$ cat config.mk
export PLATFORM = sky130hd
export DESIGN_NAME = cdar_ctrl
export DESIGN_NICKNAME = d
export VERILOG_FILES = /design/src/cdar_pkg.sv /design/src/cdar_ctrl.sv
export SDC_FILE = /design/constraint.sdc
export NUM_CORES = 1
export LEC_CHECK = 0
export BUFFER_PORTS_ARGS = -buffer_cell sky130_fd_sc_hd__buf_2
export CAP_MARGIN = 20
export CORE_AREA = 2 2 39 41
export DETAILED_ROUTE_END_ITERATION = 7
export DIE_AREA = 0 0 41 43
export PLACE_DENSITY = 0.86
export SYNTH_ARGS = -nofsm -noshare
export SYNTH_HDL_FRONTEND = slang
export SYNTH_SLANG_ARGS = --single-unit
export TNS_END_PERCENT = 10
$ cat constraint.sdc
create_clock -name clk_i -period 3.08 [get_ports clk_i]
set_input_delay 0.308 -clock clk_i [delete_from_list [all_inputs] [get_ports clk_i]]
set_output_delay 0.308 -clock clk_i [all_outputs]
set_load 0.005 [all_outputs]
$ cat src/cdar_pkg.sv
// Shared types, constants and helper functions for the captive DNS A responder.
// Used by cdar_ctrl, cdar_dpath, the top level and the checker; no dependencies.
package cdar_pkg;

  // default size of the packet store in bytes
  localparam int unsigned BUFFER_BYTES = 512;

  // fixed packet layout
  localparam int unsigned HDR_BYTES    = 12;
  localparam int unsigned QTAIL_BYTES  = 4;
  localparam int unsigned ANSWER_BYTES = 16;
  localparam int unsigned WORD_BYTES   = 8;

  // constant reply bytes
  localparam logic [7:0] FLAGS_HI = 8'h81;
  localparam logic [7:0] FLAGS_LO = 8'h80;
  localparam logic [7:0] PTR_HI   = 8'hC0;
  localparam logic [7:0] PTR_LO   = 8'h0C;
  localparam logic [7:0] TTL_LO   = 8'd60;
  localparam logic [7:0] RDLEN_LO = 8'h04;

  // result codes
  typedef enum logic [2:0] {
    OC_DATA     = 3'd0,
    OC_SHORT    = 3'd1,
    OC_QDCOUNT  = 3'd2,
    OC_OVERRUN  = 3'd3,
    OC_NOT_A    = 3'd4,
    OC_TOO_LONG = 3'd5
  } outcome_e;

  // controller states
  typedef enum logic [3:0] {
    ST_RX,
    ST_CHK,
    ST_WALK_RD,
    ST_WALK_EV,
    ST_NAME_END,
    ST_TYPE_RD0,
    ST_TYPE_RD1,
    ST_TYPE_EV,
    ST_EMIT_RD,
    ST_EMIT_SH,
    ST_PUSH,
    ST_DROP
  } state_e;

  // packet store read address source
  typedef enum logic [1:0] {
    RD_P,
    RD_P1,
    RD_J
  } rd_sel_e;

  // controller to datapath commands
  typedef struct packed {
    logic     accept;
    logic     p_init;
    logic     p_step;
    logic     p_inc;
    logic     rd_en;
    rd_sel_e  rd_sel;
    logic     type_hi_cap;
    logic     j_init;
    logic     byte_shift;
    logic     push_word;
    logic     push_drop;
    logic     set_reason;
    outcome_e reason;
    logic     finish;
  } cmd_t;

  // datapath to controller status
  typedef struct packed {
    logic len_short;
    logic qd_bad;
    logic p_ge_len;
    logic rd_zero;
    logic name_short;
    logic type_bad;
    logic too_long;
    logic last_byte;
    logic word_fill;
    logic j_done;
    logic out_free;
  } status_t;

  // byte k of the appended answer record
  function automatic logic [7:0] answer_byte(input logic [3:0] k, input logic [31:0] addr);
    logic [7:0] b;
    case (k) inside
      4'd0:                   b = PTR_HI;
      4'd1:                   b = PTR_LO;
      4'd3, 4'd5:             b = 8'h01;
      4'd9:                   b = TTL_LO;
      4'd11:                  b = RDLEN_LO;
      4'd12:                  b = addr[31:24];
      4'd13:                  b = addr[23:16];
      4'd14:                  b = addr[15:8];
      4'd15:                  b = addr[7:0];
      default:                b = 8'h00;
    endcase
    return b;
  endfunction

endpackage

$ cat src/cdar_ctrl.sv
// Controller state machine of the captive DNS A responder.
// Depends on cdar_pkg for state, command and status types.
module cdar_ctrl (
  input  logic              clk_i,
  input  logic              rst_ni,
  input  logic              in_valid_i,
  input  logic              in_last_i,
  input  cdar_pkg::status_t status_i,
  output cdar_pkg::cmd_t    cmd_o,
  output logic              in_stall_o
);

  cdar_pkg::state_e state_q, state_d;

  // state register
  always_ff @(posedge clk_i or negedge rst_ni) begin
    if (!rst_ni) begin
      state_q <= cdar_pkg::ST_RX;
    end else begin
      state_q <= state_d;
    end
  end

  // next state
  always_comb begin
    state_d = state_q;
    unique case (state_q)
      cdar_pkg::ST_RX: begin
        if (in_valid_i && in_last_i) state_d = cdar_pkg::ST_CHK;
      end
      cdar_pkg::ST_CHK: begin
        if (status_i.len_short || status_i.qd_bad) state_d = cdar_pkg::ST_DROP;
        else state_d = cdar_pkg::ST_WALK_RD;
      end
      cdar_pkg::ST_WALK_RD: begin
        if (status_i.p_ge_len) state_d = cdar_pkg::ST_DROP;
        else state_d = cdar_pkg::ST_WALK_EV;
      end
      cdar_pkg::ST_WALK_EV: begin
        if (status_i.rd_zero) state_d = cdar_pkg::ST_NAME_END;
        else state_d = cdar_pkg::ST_WALK_RD;
      end
      cdar_pkg::ST_NAME_END: begin
        if (status_i.name_short) state_d = cdar_pkg::ST_DROP;
        else state_d = cdar_pkg::ST_TYPE_RD0;
      end
      cdar_pkg::ST_TYPE_RD0: state_d = cdar_pkg::ST_TYPE_RD1;
      cdar_pkg::ST_TYPE_RD1: state_d = cdar_pkg::ST_TYPE_EV;
      cdar_pkg::ST_TYPE_EV: begin
        if (status_i.type_bad || status_i.too_long) state_d = cdar_pkg::ST_DROP;
        else state_d = cdar_pkg::ST_EMIT_RD;
      end
      cdar_pkg::ST_EMIT_RD: state_d = cdar_pkg::ST_EMIT_SH;
      cdar_pkg::ST_EMIT_SH: begin
        if (status_i.last_byte || status_i.word_fill) state_d = cdar_pkg::ST_PUSH;
        else state_d = cdar_pkg::ST_EMIT_RD;
      end
      cdar_pkg::ST_PUSH: begin
        if (status_i.out_free) begin
          if (status_i.j_done) state_d = cdar_pkg::ST_RX;
          else state_d = cdar_pkg::ST_EMIT_RD;
        end
      end
      cdar_pkg::ST_DROP: begin
        if (status_i.out_free) state_d = cdar_pkg::ST_RX;
      end
      default: state_d = cdar_pkg::ST_RX;
    endcase
  end

  // command outputs
  always_comb begin
    cmd_o        = '0;
    cmd_o.rd_sel = cdar_pkg::RD_P;
    cmd_o.reason = cdar_pkg::OC_DATA;
    in_stall_o   = 1'b1;
    unique case (state_q)
      cdar_pkg::ST_RX: begin
        in_stall_o   = 1'b0;
        cmd_o.accept = in_valid_i;
      end
      cdar_pkg::ST_CHK: begin
        cmd_o.p_init = 1'b1;
        if (status_i.len_short) begin
          cmd_o.set_reason = 1'b1;
          cmd_o.reason     = cdar_pkg::OC_SHORT;
        end else if (status_i.qd_bad) begin
          cmd_o.set_reason = 1'b1;
          cmd_o.reason     = cdar_pkg::OC_QDCOUNT;
        end
      end
      cdar_pkg::ST_WALK_RD: begin
        if (status_i.p_ge_len) begin
          cmd_o.set_reason = 1'b1;
          cmd_o.reason     = cdar_pkg::OC_OVERRUN;
        end else begin
          cmd_o.rd_en  = 1'b1;
          cmd_o.rd_sel = cdar_pkg::RD_P;
        end
      end
      cdar_pkg::ST_WALK_EV: begin
        cmd_o.p_step = !status_i.rd_zero;
      end
      cdar_pkg::ST_NAME_END: begin
        if (status_i.name_short) begin
          cmd_o.set_reason = 1'b1;
          cmd_o.reason     = cdar_pkg::OC_OVERRUN;
        end else begin
          cmd_o.p_inc = 1'b1;
        end
      end
      cdar_pkg::ST_TYPE_RD0: begin
        cmd_o.rd_en  = 1'b1;
        cmd_o.rd_sel = cdar_pkg::RD_P;
      end
      cdar_pkg::ST_TYPE_RD1: begin
        cmd_o.type_hi_cap = 1'b1;
        cmd_o.rd_en       = 1'b1;
        cmd_o.rd_sel      = cdar_pkg::RD_P1;
      end
      cdar_pkg::ST_TYPE_EV: begin
        if (status_i.type_bad) begin
          cmd_o.set_reason = 1'b1;
          cmd_o.reason     = cdar_pkg::OC_NOT_A;
        end else if (status_i.too_long) begin
          cmd_o.set_reason = 1'b1;
          cmd_o.reason     = cdar_pkg::OC_TOO_LONG;
        end else begin
          cmd_o.j_init = 1'b1;
        end
      end
      cdar_pkg::ST_EMIT_RD: begin
        cmd_o.rd_en  = 1'b1;
        cmd_o.rd_sel = cdar_pkg::RD_J;
      end
      cdar_pkg::ST_EMIT_SH: begin
        cmd_o.byte_shift = 1'b1;
      end
      cdar_pkg::ST_PUSH: begin
        if (status_i.out_free) begin
          cmd_o.push_word = 1'b1;
          cmd_o.finish    = status_i.j_done;
        end
      end
      cdar_pkg::ST_DROP: begin
        if (status_i.out_free) begin
          cmd_o.push_drop = 1'b1;
          cmd_o.finish    = 1'b1;
        end
      end
      default: ;
    endcase
  end

endmodule

==> results of run 1 <==
## through the flow
| step | total power [µW] | hold slack [ps] |
|---|---|---|
| 2_1_floorplan | 521 | 12.4 |
| 3_3_place_gp | 579 | 116 |
| 3_5_place_dp | 599 | 117 |
| 4_1_cts | 669 | 354 |
| 5_1_grt | 733 | 362 |
| 6_report | 673 | 350 |
## Yosys cell counts, types with 2 or more instances
master    instances
nand2b_1          5
a211oi_2          2
a21oi_1           5
nor2b_1           2
dfrtp_1           4
nor2_1           10
nand3b_1          2
nor3_2            2
buf_6             4
nand2_1           6
nor3_1            2
nand2b_2          2
buf_4             2
nor4_1            3
## power breakdown
part	switching (µW)	leakage [µW]	internal (µW)	total (µW)
combinational	199	0.000289	205	405
sequential	121	0.0000494	77.8	199
clock	25.2	0.0000138	43.8	69.0
## layer usage
metal / global-route usage (%) / part of all wire [%]
met4: 19.3 / 5.5
met5: 0 / 0
met3: 3.66 / 5.1
met2: 29.4 / 48
met1: 22.9 / 41
## cells by family after synthesis
kind of cell / count (synthesis)
buffers and inverters: 9
flip-flops: 4
AND/OR/NAND/NOR: 42
AO/OA/AOI/OAI: 21
## worst register-to-register path, cell delays in order (launching register included)
cell and delay [ps]:
dfrtp_1 590, nand2b_2 360, nor3_2 260, a211oi_2 60, o32ai_1 160
## layout make-up
cell class	instances	area [µm²]	share of cell area, %
multi-input cells	63	422	56.8
repair buffers	33	170	22.9
flip-flops and latches	4	100	13.5
clock buffers	3	22.5	3.04
well taps	16	20.0	2.70
inverters	2	7.51	1.01
## worst max-delay path by stage
stage,endpoint,slack [ps],cells after the start
2_1_floorplan,cmd_o[4],1690,4
3_3_place_gp,cmd_o[1],1330,4
3_5_place_dp,cmd_o[1],1250,4
4_1_cts,cmd_o[1],990,4
5_1_grt,cmd_o[4],880,5
6_report,cmd_o[1],970,4
==> reports/qor.txt, run 1 <==
outcome: completed
layout cells sized above 1: 45.7%
Root Buffer: clkbuf_4
worst skew pair latency: 240 ps
HP Start: status_i[0]
Setup CP Type: reg2out
family with the most delay on the worst path: flip-flops
# diodes: 0
Bufs and invs on worst path: 1
Core ar.: 1380 µm²
CP Cell Sequence: nand2b_2, nor2_1, a221o_1, buf_2
post-route ant nets: 0
# nets final: 122
postcts setup bufs: 0
Worst Setup End Kind: primary output
average size of a mapped cell: 7.82 µm²
R2R setup slack: 1540 ps
Die W: 41 µm
num rows: 14
Placed Cells: 117
first-pass GRT wire length: 2380 µm
io pins: 33
Synth Area in Simple Gates: 41.1%
Num CTS Buffers: 3
drt total wl: 1630 µm
routability congestion estimate: 0.853
R2R depth: 4
Clock Sinks: 4
final core utilization: 53.6%
routed vias: 688
largest net degree at the start of global routing: 19
largest area contributor in the netlist: dfrtp_1
clock buffer depth: 2
Routed WL per cell: 13.5 µm
Tightest Pin Transition: 608 ps
Syn Nets: 91
Remaining Overflow, GRT: 0
via-per-instance ratio: 5.69
Yosys warning total: 0
htree depth: 1
combinational family with the most area after synthesis: simple AND/OR/NAND/NOR gates
Place WS: 1250 ps
max reg flops: 4
FFs w/ async S/R, synth: 100%
CP Launch Type: register
Critical path origin: state_q[3]$_DFFE_PN0P_
Most used DFF post-synth: dfrtp_1
hold_buf cts: 1
Clock transition at path regs: 40 ps
adder-cell share of the synthesized area: 0%
Filler cells: 143
max incr delay on CP: 720 ps
DRC Markers: 0
Port Buffers: 32
WHS Path Cells: 2
Data required, critical path: 2770 ps
Setup-failing EPs final: 0
Hold Path End: state_q[0]$_DFFE_PN0P_
drt pass-1 iters: 4
Post-DP Area: 709 µm²
number of synthesized flops with an enable pin: 0
commonest non-fill, non-tap cell in the layout: buf_2
clk_skew: 1.09 ps
slowest stage cell, crit path: dfrtp_1
Synth cell types: 39
Initial DRC Count: 25
largest cells by area after synthesis: dfrtp_1 (17%), buf_6 (7.6%), nor2_1 (6.3%)
cell count after synthesis: 76
most frequent cells in the layout: buf_2 (32), nor2_1 (10), nand2_1 (6)
fin crit share: 68.6%
Die H: 43 µm
Max Cap Viol: 0
arrival time at the worst endpoint: 1800 ps
fin. max-slew vios: 0
Total Routing Usage GR: 20.2%
fin cells: 121
R2R Path End: state_q[0]$_DFFE_PN0P_
leakage power: 0.000352 µW
hold crit path type: in2reg
Pwr Density: 907 nW/µm²
Starting Density: 42.9%
CP max FO: 18
relative slew slack: 59.5%
CTS tree: built
r2r startpoint: state_q[3]$_DFFE_PN0P_
Die ar.: 1760 µm²
final setup TNS: 0 ps
Final Cell Area: 742 µm²
largest registers: state_q x4
Synth Area in XOR/XNOR: 0%
VDD IR max: 0.000325 V
minimum clock period: 2110 ps
initial antenna violation count: 0
vias in the first global route: 572
top-area cell type share of the netlist area: 16.8%
post-CTS resize count: 0
post-synthesis mux area share: 0%
cell area after synthesis: 594 µm²
FF+latch count, synth: 4
f_max: 474 MHz
P&R area growth vs syn: 24.8%
Seq/Total Area, Yosys: 16.8%
Compound-Gate Fraction of Synth Area: 29.9%
RSZ-0062 raised after global routing: false
Final Hold Viols: 0
Reg with most FFs: state_q
hpwl dp: 1230 µm
Final WS setup: 968 ps
Note: power is estimated with default switching activity, not from simulation.
==> inputs of run 2 (changes only) <==
- ABC_AREA: default -> 1
- CORE_AREA: 2 2 39 41 -> default
- CORE_MARGIN: default -> 2
- CORE_UTILIZATION: default -> 35
- DIE_AREA: 0 0 41 43 -> default
- PLACE_DENSITY: 0.86 -> 0.78
- clock period: 3.08 -> 1.7 ns (I/O delays scaled with it)
==> run 2 against run 1 <==
  * First-iteration DRC count decreased by 48%
  * Flip-flop and latch count did not move
  * Area after synthesis down 19%
  * Clock power up 67%
  * Die area shrank 3.7%
  * Register-to-register slack worse by 1100 ps
  * Utilization fell by 0.44 points
  * Hold slack worse by 160 ps
  * Critical path depth grew 3
  * Largest cell class unchanged
  * Largest power group unchanged
==> reports/qor.txt, run 2 <==
outcome: completed
largest net degree at the start of global routing: 7
Total Routing Usage GR: 18.8%
arrival time at the worst endpoint: 1390 ps
clk_skew: 1.05 ps
final setup TNS: 0 ps
met1 Usage GRT: 24.8%
VDD IR max: 0.000906 V
Place WS: 360 ps
vias in the first global route: 535
Routed WL per cell: 9.61 µm
leakage power: 0.000464 µW
met2 Use GR: 30.1%
average size of a mapped cell: 5.38 µm²
Reg with most FFs: state_q
Die W: 41.2 µm
initial antenna violation count: 0
commonest non-fill, non-tap cell in the layout: buf_2
DRC Markers: 0
fin. max-slew vios: 0
Worst Setup End Kind: primary output
# nets final: 142
R2R setup slack: 430 ps
first-pass GRT wire length: 2090 µm
minimum clock period: 1560 ps
Starting Density: 37.2%
Filler cells: 160
Yosys warning total: 0
routed vias: 676
RSZ-0062 raised after global routing: false
Bufs and invs on worst path: 4
drt total wl: 1350 µm
fin crit share: 91.5%
Port Buffers: 32
Setup CP Type: reg2out
Num CTS Buffers: 3
Clock Sinks: 4
slowest stage cell, crit path: dfrtp_2
io pins: 33
number of synthesized flops with an enable pin: 0
routability congestion estimate: 0.862
Post-synth top cells: nand2_1 (25), nor2_1 (16), inv_1 (14)
largest cells by area after synthesis: dfrtp_1 (21%), nand2_1 (19%), nor2_1 (12%)
hold crit path type: in2reg
top-area cell type share of the netlist area: 20.7%
Syn Nets: 105
CP max FO: 6
# diodes: 0
Pwr Density: 1580 nW/µm²
Die H: 41.2 µm
CP Launch Type: register
cell count after synthesis: 90
Tightest Pin Transition: 285 ps
Max Cap Viol: 0
Synth cell types: 18
P&R area growth vs syn: 42.9%
Final WS setup: 144 ps
Clock transition at path regs: 40 ps
Data required, critical path: 1530 ps
Root Buffer: clkbuf_4
routing usage on met3: 4.89%
cell area after synthesis: 484 µm²
max reg flops: 4
max incr delay on CP: 440 ps
drt pass-1 iters: 4
Final Hold Viols: 0
family with the most delay on the worst path: flip-flops
Initial DRC Count: 13
largest registers: state_q x4
CTS tree: built
largest area contributor in the netlist: dfrtp_1
worst skew pair latency: 230 ps
clock buffer depth: 2
layout cells sized above 1: 37.6%
post-route ant nets: 0
CP Cell Sequence: nor2_2, inv_2, nor2_1, inv_1, or2_1, inv_1, buf_2
Core ar.: 1300 µm²
Setup-failing EPs final: 0
most frequent cells in the layout: buf_2 (32), nand2_1 (25), nor2_1 (15)
Remaining Overflow, GRT: 0
postcts setup bufs: 0
hpwl dp: 1180 µm
Most used DFF post-synth: dfrtp_1
relative slew slack: 80.9%
grt peak-use layer: met2
total power draw: 1100 µW
num rows: 13
Die ar.: 1700 µm²
f_max: 643 MHz
FF+latch count, synth: 4
via-per-instance ratio: 4.83
htree depth: 1
CP most frequent cell: inv_1
Seq/Total Area, Yosys: 20.7%
top-count cell post-synth: nand2_1
FFs w/ async S/R, synth: 100%
## run 2: changes by cell type after synthesis, sizes merged, moves of 2 or more
| cell | delta |
|---|---|
| nand2 | +20 |
| nor2 | +8 |
| inv | +15 |
| nand2b | -7 |
| a211oi | -2 |
| nor2b | -2 |
| a21oi | -5 |
| nand3 | +11 |
| nor3 | -3 |
| buf | -6 |
| nor4 | -3 |
| o21ai | +3 |
## run 2: power breakdown
group	switching [µW]	leakage [µW]	internal, µW
sequential	80.9	0.0000488	149
combinational	463	0.000401	289
clock	36.0	0.0000138	78.8
total	579	0.000464	517
## run 2: through the flow
| stage | std cells | cell area, µm² | util [%] | hold slack [ps] |
|---|---|---|---|---|
| final | 140 | 692 | 53.2 | 185 |
| after global routing | 140 | 692 | 53.2 | 196 |
| after CTS | 140 | 688 | 52.9 | 183 |
| after detailed placement | 136 | 656 | 50.4 | -22.3 |
| after floorplan | 90 | 484 | - | -126 |
| after global placement | 136 | 656 | 50.4 | -24.4 |
## run 2: cells by family (layout without fill, tap and decap cells)
kind of cell | after synthesis | in the layout | synth area share [%]
simple gates | 61 | 61 | 55.0
buf+inv | 18 | 53 | 14.7
compound gates | 7 | 7 | 9.56
flops | 4 | 4 | 20.7
## run 2: cell type report
type / instances / area, µm² / area share, %
Tap cell: 15 / 18.8 / 2.71
Timing Repair Buffer: 33 / 170 / 24.6
Multi-Input combinational cell: 68 / 315 / 45.6
Sequential cell: 4 / 101 / 14.6
Inverter: 17 / 63.8 / 9.22
Clock buffer: 3 / 22.5 / 3.25
## run 2: repair_timing
action,in CTS,in global routing
gates resized for setup,0,3
hold buffers,1,0
endpoints found under the setup margin,0,1
endpoints found under the hold margin,4,0
## run 2: worst min-delay path, cell delays in order
cell and delay [ps]:
buf_2 90, nand2_1 50, nand3_1 70
## run 2: final timing paths
kind / from / to / cells past startpoint
setup / recovery: state_q[0]$_DFFE_PN0P_ / cmd_o[13] / 7
hold reg to reg: state_q[2]$_DFFE_PN0P_ / state_q[0]$_DFFE_PN0P_ / 3
setup reg to reg: state_q[2]$_DFFE_PN0P_ / state_q[0]$_DFFE_PN0P_ / 8
min in group asynchronous: rst_ni / state_q[3]$_DFFE_PN0P_ / 2
max in group asynchronous: rst_ni / state_q[0]$_DFFE_PN0P_ / 2
hold / removal: status_i[7] / state_q[2]$_DFFE_PN0P_ / 3
## run 2: layer usage
metal / wire, µm / vias up
met2: 638 / 28
met3: 101 / 0
met1: 605 / 297
met4: 0 / 0
met5: 0 / -
li1: - / 351
